$ cat config.mk
export PLATFORM = sky130hd
export DESIGN_NAME = scmt_judge
export DESIGN_NICKNAME = d
export VERILOG_FILES = /design/src/sv/scmt_pkg.sv /design/src/sv/scmt_judge.sv
export SDC_FILE = /design/constraint.sdc
export NUM_CORES = 1
export LEC_CHECK = 0
export BUFFER_PORTS_ARGS = -buffer_cell sky130_fd_sc_hd__buf_4
export CAP_MARGIN = 20
export CORE_MARGIN = 2
export CORE_UTILIZATION = 61
export DETAILED_ROUTE_END_ITERATION = 16
export MAX_ROUTING_LAYER = met4
export PLACE_DENSITY_LB_ADDON = 0.2
export REMOVE_ABC_BUFFERS = 1
export SLEW_MARGIN = 0
export SYNTH_ARGS = -nofsm -noshare
export SYNTH_HDL_FRONTEND = slang
export SYNTH_SLANG_ARGS = --single-unit
export TNS_END_PERCENT = 5
$ cat constraint.sdc
create_clock -name vclk -period 37.5
set_input_delay 3.75 -clock vclk [all_inputs]
set_output_delay 3.75 -clock vclk [all_outputs]
set_load 0.05 [all_outputs]
$ cat src/sv/scmt_pkg.sv
package scmt_pkg;

  localparam int COORD_W = 16;
  localparam int MM_W    = 9;

  localparam logic signed [COORD_W-1:0] POS_MAX = 16'sh7FFF;
  localparam logic signed [COORD_W-1:0] POS_MIN = 16'sh8000;
  localparam logic [MM_W-1:0] MIN_MOTION_RESET  = 9'd64;

  typedef enum logic [2:0] {
    VC_PASS    = 3'd0,
    VC_EMPTY   = 3'd1,
    VC_LEFT    = 3'd2,
    VC_RIGHT   = 3'd3,
    VC_MARGIN1 = 3'd4,
    VC_MARGIN2 = 3'd5
  } verdict_t;

  typedef struct packed {
    logic signed [COORD_W-1:0] strip_x;
    logic signed [COORD_W-1:0] strip_y;
    logic                      in_diff_one;
    logic                      in_diff_two;
    logic signed [COORD_W-1:0] cluster_left_x;
    logic signed [COORD_W-1:0] cluster_right_x;
    logic                      last_strip;
  } strip_in_t;

  typedef struct packed {
    logic                      is_object;
    logic [2:0]                verdict_code;
    logic signed [COORD_W-1:0] first_min_x;
    logic signed [COORD_W-1:0] first_min_y;
    logic signed [COORD_W-1:0] first_max_x;
    logic signed [COORD_W-1:0] first_max_y;
    logic signed [COORD_W-1:0] second_min_x;
    logic signed [COORD_W-1:0] second_min_y;
    logic signed [COORD_W-1:0] second_max_x;
    logic signed [COORD_W-1:0] second_max_y;
  } verdict_out_t;

  typedef struct packed {
    logic                      valid;
    logic signed [COORD_W-1:0] min_x;
    logic signed [COORD_W-1:0] min_y;
    logic signed [COORD_W-1:0] max_x;
    logic signed [COORD_W-1:0] max_y;
  } box_t;

  localparam box_t BOX_EMPTY = '{valid: 1'b0, min_x: POS_MAX, min_y: POS_MAX,
                                 max_x: POS_MIN, max_y: POS_MIN};

endpackage

$ cat src/sv/scmt_judge.sv
module scmt_judge (
  input  scmt_pkg::box_t                      box_one,
  input  scmt_pkg::box_t                      box_two,
  input  logic signed [scmt_pkg::COORD_W-1:0] left_x,
  input  logic signed [scmt_pkg::COORD_W-1:0] right_x,
  input  logic [scmt_pkg::MM_W-1:0]           min_motion,
  output scmt_pkg::verdict_t                  code,
  output scmt_pkg::box_t                      box_a,
  output scmt_pkg::box_t                      box_b
);
  import scmt_pkg::*;

  localparam int SPAN_W = COORD_W + 1;
  localparam int PROD_W = SPAN_W + MM_W + 1;
  localparam int MRG_W  = PROD_W - 8;

  logic                     both_valid;
  logic                     swap;
  logic signed [SPAN_W-1:0] span;
  logic signed [PROD_W-1:0] prod;
  logic signed [PROD_W-1:0] prod_rnd;
  logic signed [MRG_W-1:0]  margin;
  logic signed [SPAN_W-1:0] gap_one;
  logic signed [SPAN_W-1:0] gap_two;
  logic signed [MRG_W-1:0]  gap_one_x;
  logic signed [MRG_W-1:0]  gap_two_x;

  assign both_valid = box_one.valid && box_two.valid;
  assign swap       = both_valid && (box_one.min_x != left_x);
  assign box_a      = swap ? box_two : box_one;
  assign box_b      = swap ? box_one : box_two;

  // margin = min_motion * span / 256, truncated toward zero
  assign span     = SPAN_W'(right_x) - SPAN_W'(left_x);
  assign prod     = $signed({1'b0, min_motion}) * span;
  assign prod_rnd = prod + (prod[PROD_W-1] ? PROD_W'(255) : PROD_W'(0));
  assign margin   = prod_rnd[PROD_W-1:8];

  assign gap_one   = SPAN_W'(right_x) - SPAN_W'(box_a.max_x);
  assign gap_two   = SPAN_W'(box_b.min_x) - SPAN_W'(left_x);
  assign gap_one_x = MRG_W'(gap_one);
  assign gap_two_x = MRG_W'(gap_two);

  always_comb begin
    if (!both_valid) begin
      code = VC_EMPTY;
    end else if (box_a.min_x != left_x) begin
      code = VC_LEFT;
    end else if (box_b.max_x != right_x) begin
      code = VC_RIGHT;
    end else if (gap_one_x < margin) begin
      code = VC_MARGIN1;
    end else if (gap_two_x < margin) begin
      code = VC_MARGIN2;
    end else begin
      code = VC_PASS;
    end
  end

endmodule

## Yosys cells after proc, flatten, opt, wreduce, memory -nomap -nowiden

Cells that the tools add are included.

| storage, ports and cells | value |
|---|---|
| bits in writable memories | 0 |
| logic and storage cells | 20 |
| memory bits (read-only) | 0 |
| memories | 0 |
| output and inout bits | 133 |
| latch bits | 0 |
| input bits | 171 |
| register bits after elaboration | 0 |

| cells by class | value |
|---|---|
| add/sub/neg operators | 4 |
| bitwise gates (word level) | 0 |
| reductions and logical operators | 2 |
| $mul | 1 |
| multiplexer cells | 8 |
| magnitude comparators | 2 |
| div/mod/pow operators | 0 |
| equality and inequality tests | 3 |
| shift operators | 0 |

Operator list:

| cell | number |
|---|---|
| 65-bit two-way mux | 2 |
| 16-bit by 16-bit subtractor with 17-bit output | 3 |
| 16-bit inequality test | 3 |
| 17-bit by 19-bit < comparator with 1-bit output | 2 |
| 27-bit by 9-bit adder with 27-bit output | 1 |
| 10-bit by 17-bit multiplier with 27-bit output | 1 |
| 3-bit two-way mux | 5 |
| 8-bit two-way mux | 1 |
| 1-bit logical AND | 2 |

## Depth between registers and ports, before layout

| depth | value |
|---|---|
| word-level depth | 10 |
| depth in mapped cells | 58 |
| mapped depth without buffers | 55 |

## Worst setup path after synthesis

Ideal clock, no wire load.

| timing path | value |
|---|---|
| kind | input-to-output |
| from | in left_x[1] (netlist name) |
| to | out code[2] |
| slack | 18177 ps |
| stages | 56 |
| buffers on the path | 2 |
| arrival time | 15573 ps |
| required time | 33750 ps |
| cell sequence | inv_1 > ha_1 > nor2b_1 > o21ai_0 > a21boi_0 > o21ai_0 > a21boi_0 > o21ai_0 > a21boi_0 > o21ai_0 > a21oi_1 > o21a_1 > o31a_1 > clkbuf_1 > a21oi_1 > nand2_1 > fa_1 > inv_1 > [... 20 more ...] > nand3_2 > nor4_1 > and3_1 > and3_1 > nand3_1 > nor3_1 > nor2b_1 > xnor2_1 > ha_1 > nand4_1 > nor2_1 > and2_1 > nand2_1 > a21o_1 > o41ai_1 > nor2_1 > a311o_1 > a311oi_2 |

| on the way | value |
|---|---|
| word-level cells in the longest chain between the ends | 10 |
| elaborated cells on any way between the ends | 19 |
| those cells by class | add/sub (4); mul (1); order compare (2); eq/ne (3); mux (8); reduce/logical (1) |

Ends and longest elaborated chain:

| what | RTL line | text |
|---|---|---|
| from (decl) | scmt_judge.sv:4 | `input logic signed [scmt_pkg::COORD_W-1:0] left_x,` |
| 16-bit by 16-bit subtractor with 17-bit output / 16-bit inequality test (equally long branches) | scmt_judge.sv:34, scmt_judge.sv:29 |  |
| 10-bit by 17-bit multiplier with 27-bit output / 1-bit logical AND (equally long branches) | scmt_judge.sv:35, scmt_judge.sv:29 |  |
| 8-bit two-way mux / 65-bit two-way mux (equally long branches) | scmt_judge.sv:36, scmt_judge.sv:31 |  |
| 27-bit by 9-bit adder with 27-bit output / 16-bit by 16-bit subtractor with 17-bit output (equally long branches) | scmt_judge.sv:36, scmt_judge.sv:40 |  |
| 17-bit by 19-bit < comparator with 1-bit output | scmt_judge.sv:53 | `end else if (gap_two_x < margin) begin` |
| 3-bit two-way mux | scmt_judge.sv:53 |  |
| 3-bit two-way mux | scmt_judge.sv:51 | `end else if (gap_one_x < margin) begin` |
| 3-bit two-way mux | scmt_judge.sv:49 | `end else if (box_b.max_x != right_x) begin` |
| 3-bit two-way mux * | scmt_judge.sv:47 | `end else if (box_a.min_x != left_x) begin` |
| 3-bit two-way mux * | scmt_judge.sv:45 | `if (!both_valid) begin` |
| to (decl) | scmt_judge.sv:7 | `output scmt_pkg::verdict_t code,` |

Mark *: on every way between the ends. The rest lies on a longest branch, timed or not.

## Worst setup path in the final report

Same ends and word-level chain as after synthesis.

==> summary.txt <==
Run
  – Maximum capacitance violations: 0

Synthesis
  – YS warnings: 0
  – Post-synth cell types: 80
  – Post-synthesis sequential area ratio: 0%
  – Syn Inst Count: 1463
  – Synth Cell Area: 11700 um^2
  – Syn Area/Cell: around 8.0 um^2

Global routing
  – Largest net degree at the start of global routing: 129
  – GRT Total Usage: a little under two fifths
  – Overflow after GRT: 0
  – First-pass GRT wire length: 59.2 mm
  – Vias in the first global route: ~12000
  – Initial antenna violation count: 4

Timing
  – Setup TNS: 0 ns
  – Fmax: about 47 MHz
  – Fin. Hold Viols: 0
  – Final Setup Violations: 0
  – RSZ-0062 raised after global routing: false
  – Post-route minimum period: 21.29 ns
  – Final worst-path cycle share: a little under three fifths
  – Fin Hold WS: 7.77 ns
  – Pins over their slew limit: 0
  – Worst slew pin tran: 1.08 ns
  – Headroom to the max-slew limit: 27.7%

Min path
  – Path type of the worst min-delay path: in2out
  – Hold Path Sink: box_a[64]
  – Hold Path Depth: 2
  – Hold Path Origin: box_one[64]

Cells and area
  – Clkbuf count: 0
  – Share of cells above drive strength 1: 26.2%
  – Sequential cell area: 0 um^2
  – Layout area overhead: 21.0%
  – Final Net Count: 2169
  – Seq_cells: 0

Route
  – Final ANT Viol Nets: 0
  – DRT iter0 DRCs: 979
  – DRC Markers: 0
  – Vias/cell: 5.99
  – Drt total wl: 38.2 mm
  – Total number of vias: 11800
  – Avg WL per Cell: 19.4 um
  – Total iterations of the first detailed-routing run: 6

Critical path
  – Worst EP arrival: 17.54 ns
  – CP required: 33.75 ns
  – Worst setup SP type: input port
  – Crit-path max cell delay: 0.70 ns
  – Setup CP Type: in2out
  – CP Capture Type: output port
  – Crit-path max FO: 19
  – Worst path slowest cell: o31ai_1

Placed design
  – Final Wtd Congestion: 1.04
  – Buffers on Ports: 304
  – Final HPWL DP: between 30 and 40 mm

Floorplan
  – Die area: 20300 um^2
  – Core area: 18800 um^2
  – I/O pin count: 304
  – Num rows: 50
  – Die Y: 142 um
  – Initial cell density of the core: between 60% and 70%
  – Die width: 142 um

CTS
  – CTS resizes: 0
  – Hold buffer count at cts: 0
  – Number of post-CTS setup repair buffers: 0

Outcome
  – Outcome: finished clean
logic make-up (layout without fill, tap and decap cells):
group | Yosys count | count (layout) | synth area share [%]
AND/OR/NAND/NOR | 454 | 454 | 19.9
buffers and inverters | 282 | 544 | 9.15
adder cells (fa/ha/maj) | 274 | 274 | 37.8
AO/OA/AOI/OAI | 225 | 225 | 13.1
multiplexers | 129 | 129 | 12.4
XOR/XNOR | 99 | 99 | 7.67
other | 0 | 6 | 0
worst max-delay path, delay by kind of cell:
kind                       cells  cell delay (ns)
AOI/OAI and AO/OA             21             5.54
xor gates and xnor gates       2             0.53
adders and majority gates      9             3.83
buffers and inverters          6             0.59
and+or+nand+nor               18             3.24
metal layers:
metal	up-vias	part of all wire, %	global-route usage, %
li1	5461	-	-
met1	5602	38	44.6
met2	564	48	64.5
met3	135	8.6	6.26
met4	0	5.5	16.8
met5	-	0	-
Yosys cell counts, drive strengths merged, types with 14 or more instances:
cell | count | area (um^2)
fa | 132 | 2640
xor2 | 27 | 236
clkbuf | 41 | 155
a21boi | 14 | 105
mux2 | 124 | 1400
nand2b | 18 | 113
nand2 | 118 | 443
xnor2 | 70 | 613
and2 | 72 | 450
ha | 139 | 1740
nand4 | 15 | 93.8
a21oi | 55 | 279
nor2b | 21 | 139
nor3 | 21 | 105
nand3 | 27 | 140
nor2 | 103 | 389
o21ai | 51 | 255
inv | 236 | 886
o21a | 18 | 143
layout by cell type, fill, tap and decap left out, types with 18 or more instances in the layout:
cell type  Yosys  routed
ha_1         139     139
nand3_1       26      26
xor2_1        27      27
a21oi_1       54      54
buf_4          0     307
o21ai_0       47      47
fa_1         132     132
nor2_1       102     101
nor2b_1       20      20
mux2_2       124     124
and2_1        72      72
nand2_1      118     118
inv_1        235     235
nand2b_1      18      18
nor3_1        21      21
xnor2_1       70      70
stage by stage:
stage	setup slack, ns	std cells	cell area (um^2)	utilization (%)
floorplan	18.16	1417	11500	-
global placement	17.06	1959	14100	75.2
detailed placement	16.54	1959	14100	75.2
CTS	16.48	1959	14100	75.2
global route	15.20	1963	14100	75.3
finish	16.21	1965	14100	75.3
area by class of cell:
cell class         instances  area (um^2)
multi-input cells       1181        10600
fillers                 1465         4630
repair buffers           308         2320
inverters                236          886
well taps                234          293
diodes                     6         15.0
worst max-delay path by stage:
stage | from | to | slack [ns] | cells past startpoint
after floorplan | left_x[1] | code[2] | 18.16 | 54
after global placement | left_x[1] | code[2] | 17.06 | 56
after detailed placement | left_x[1] | code[2] | 16.54 | 56
after CTS | left_x[1] | code[2] | 16.48 | 56
after global routing | left_x[1] | code[2] | 15.20 | 56
final | left_x[1] | code[2] | 16.21 | 56
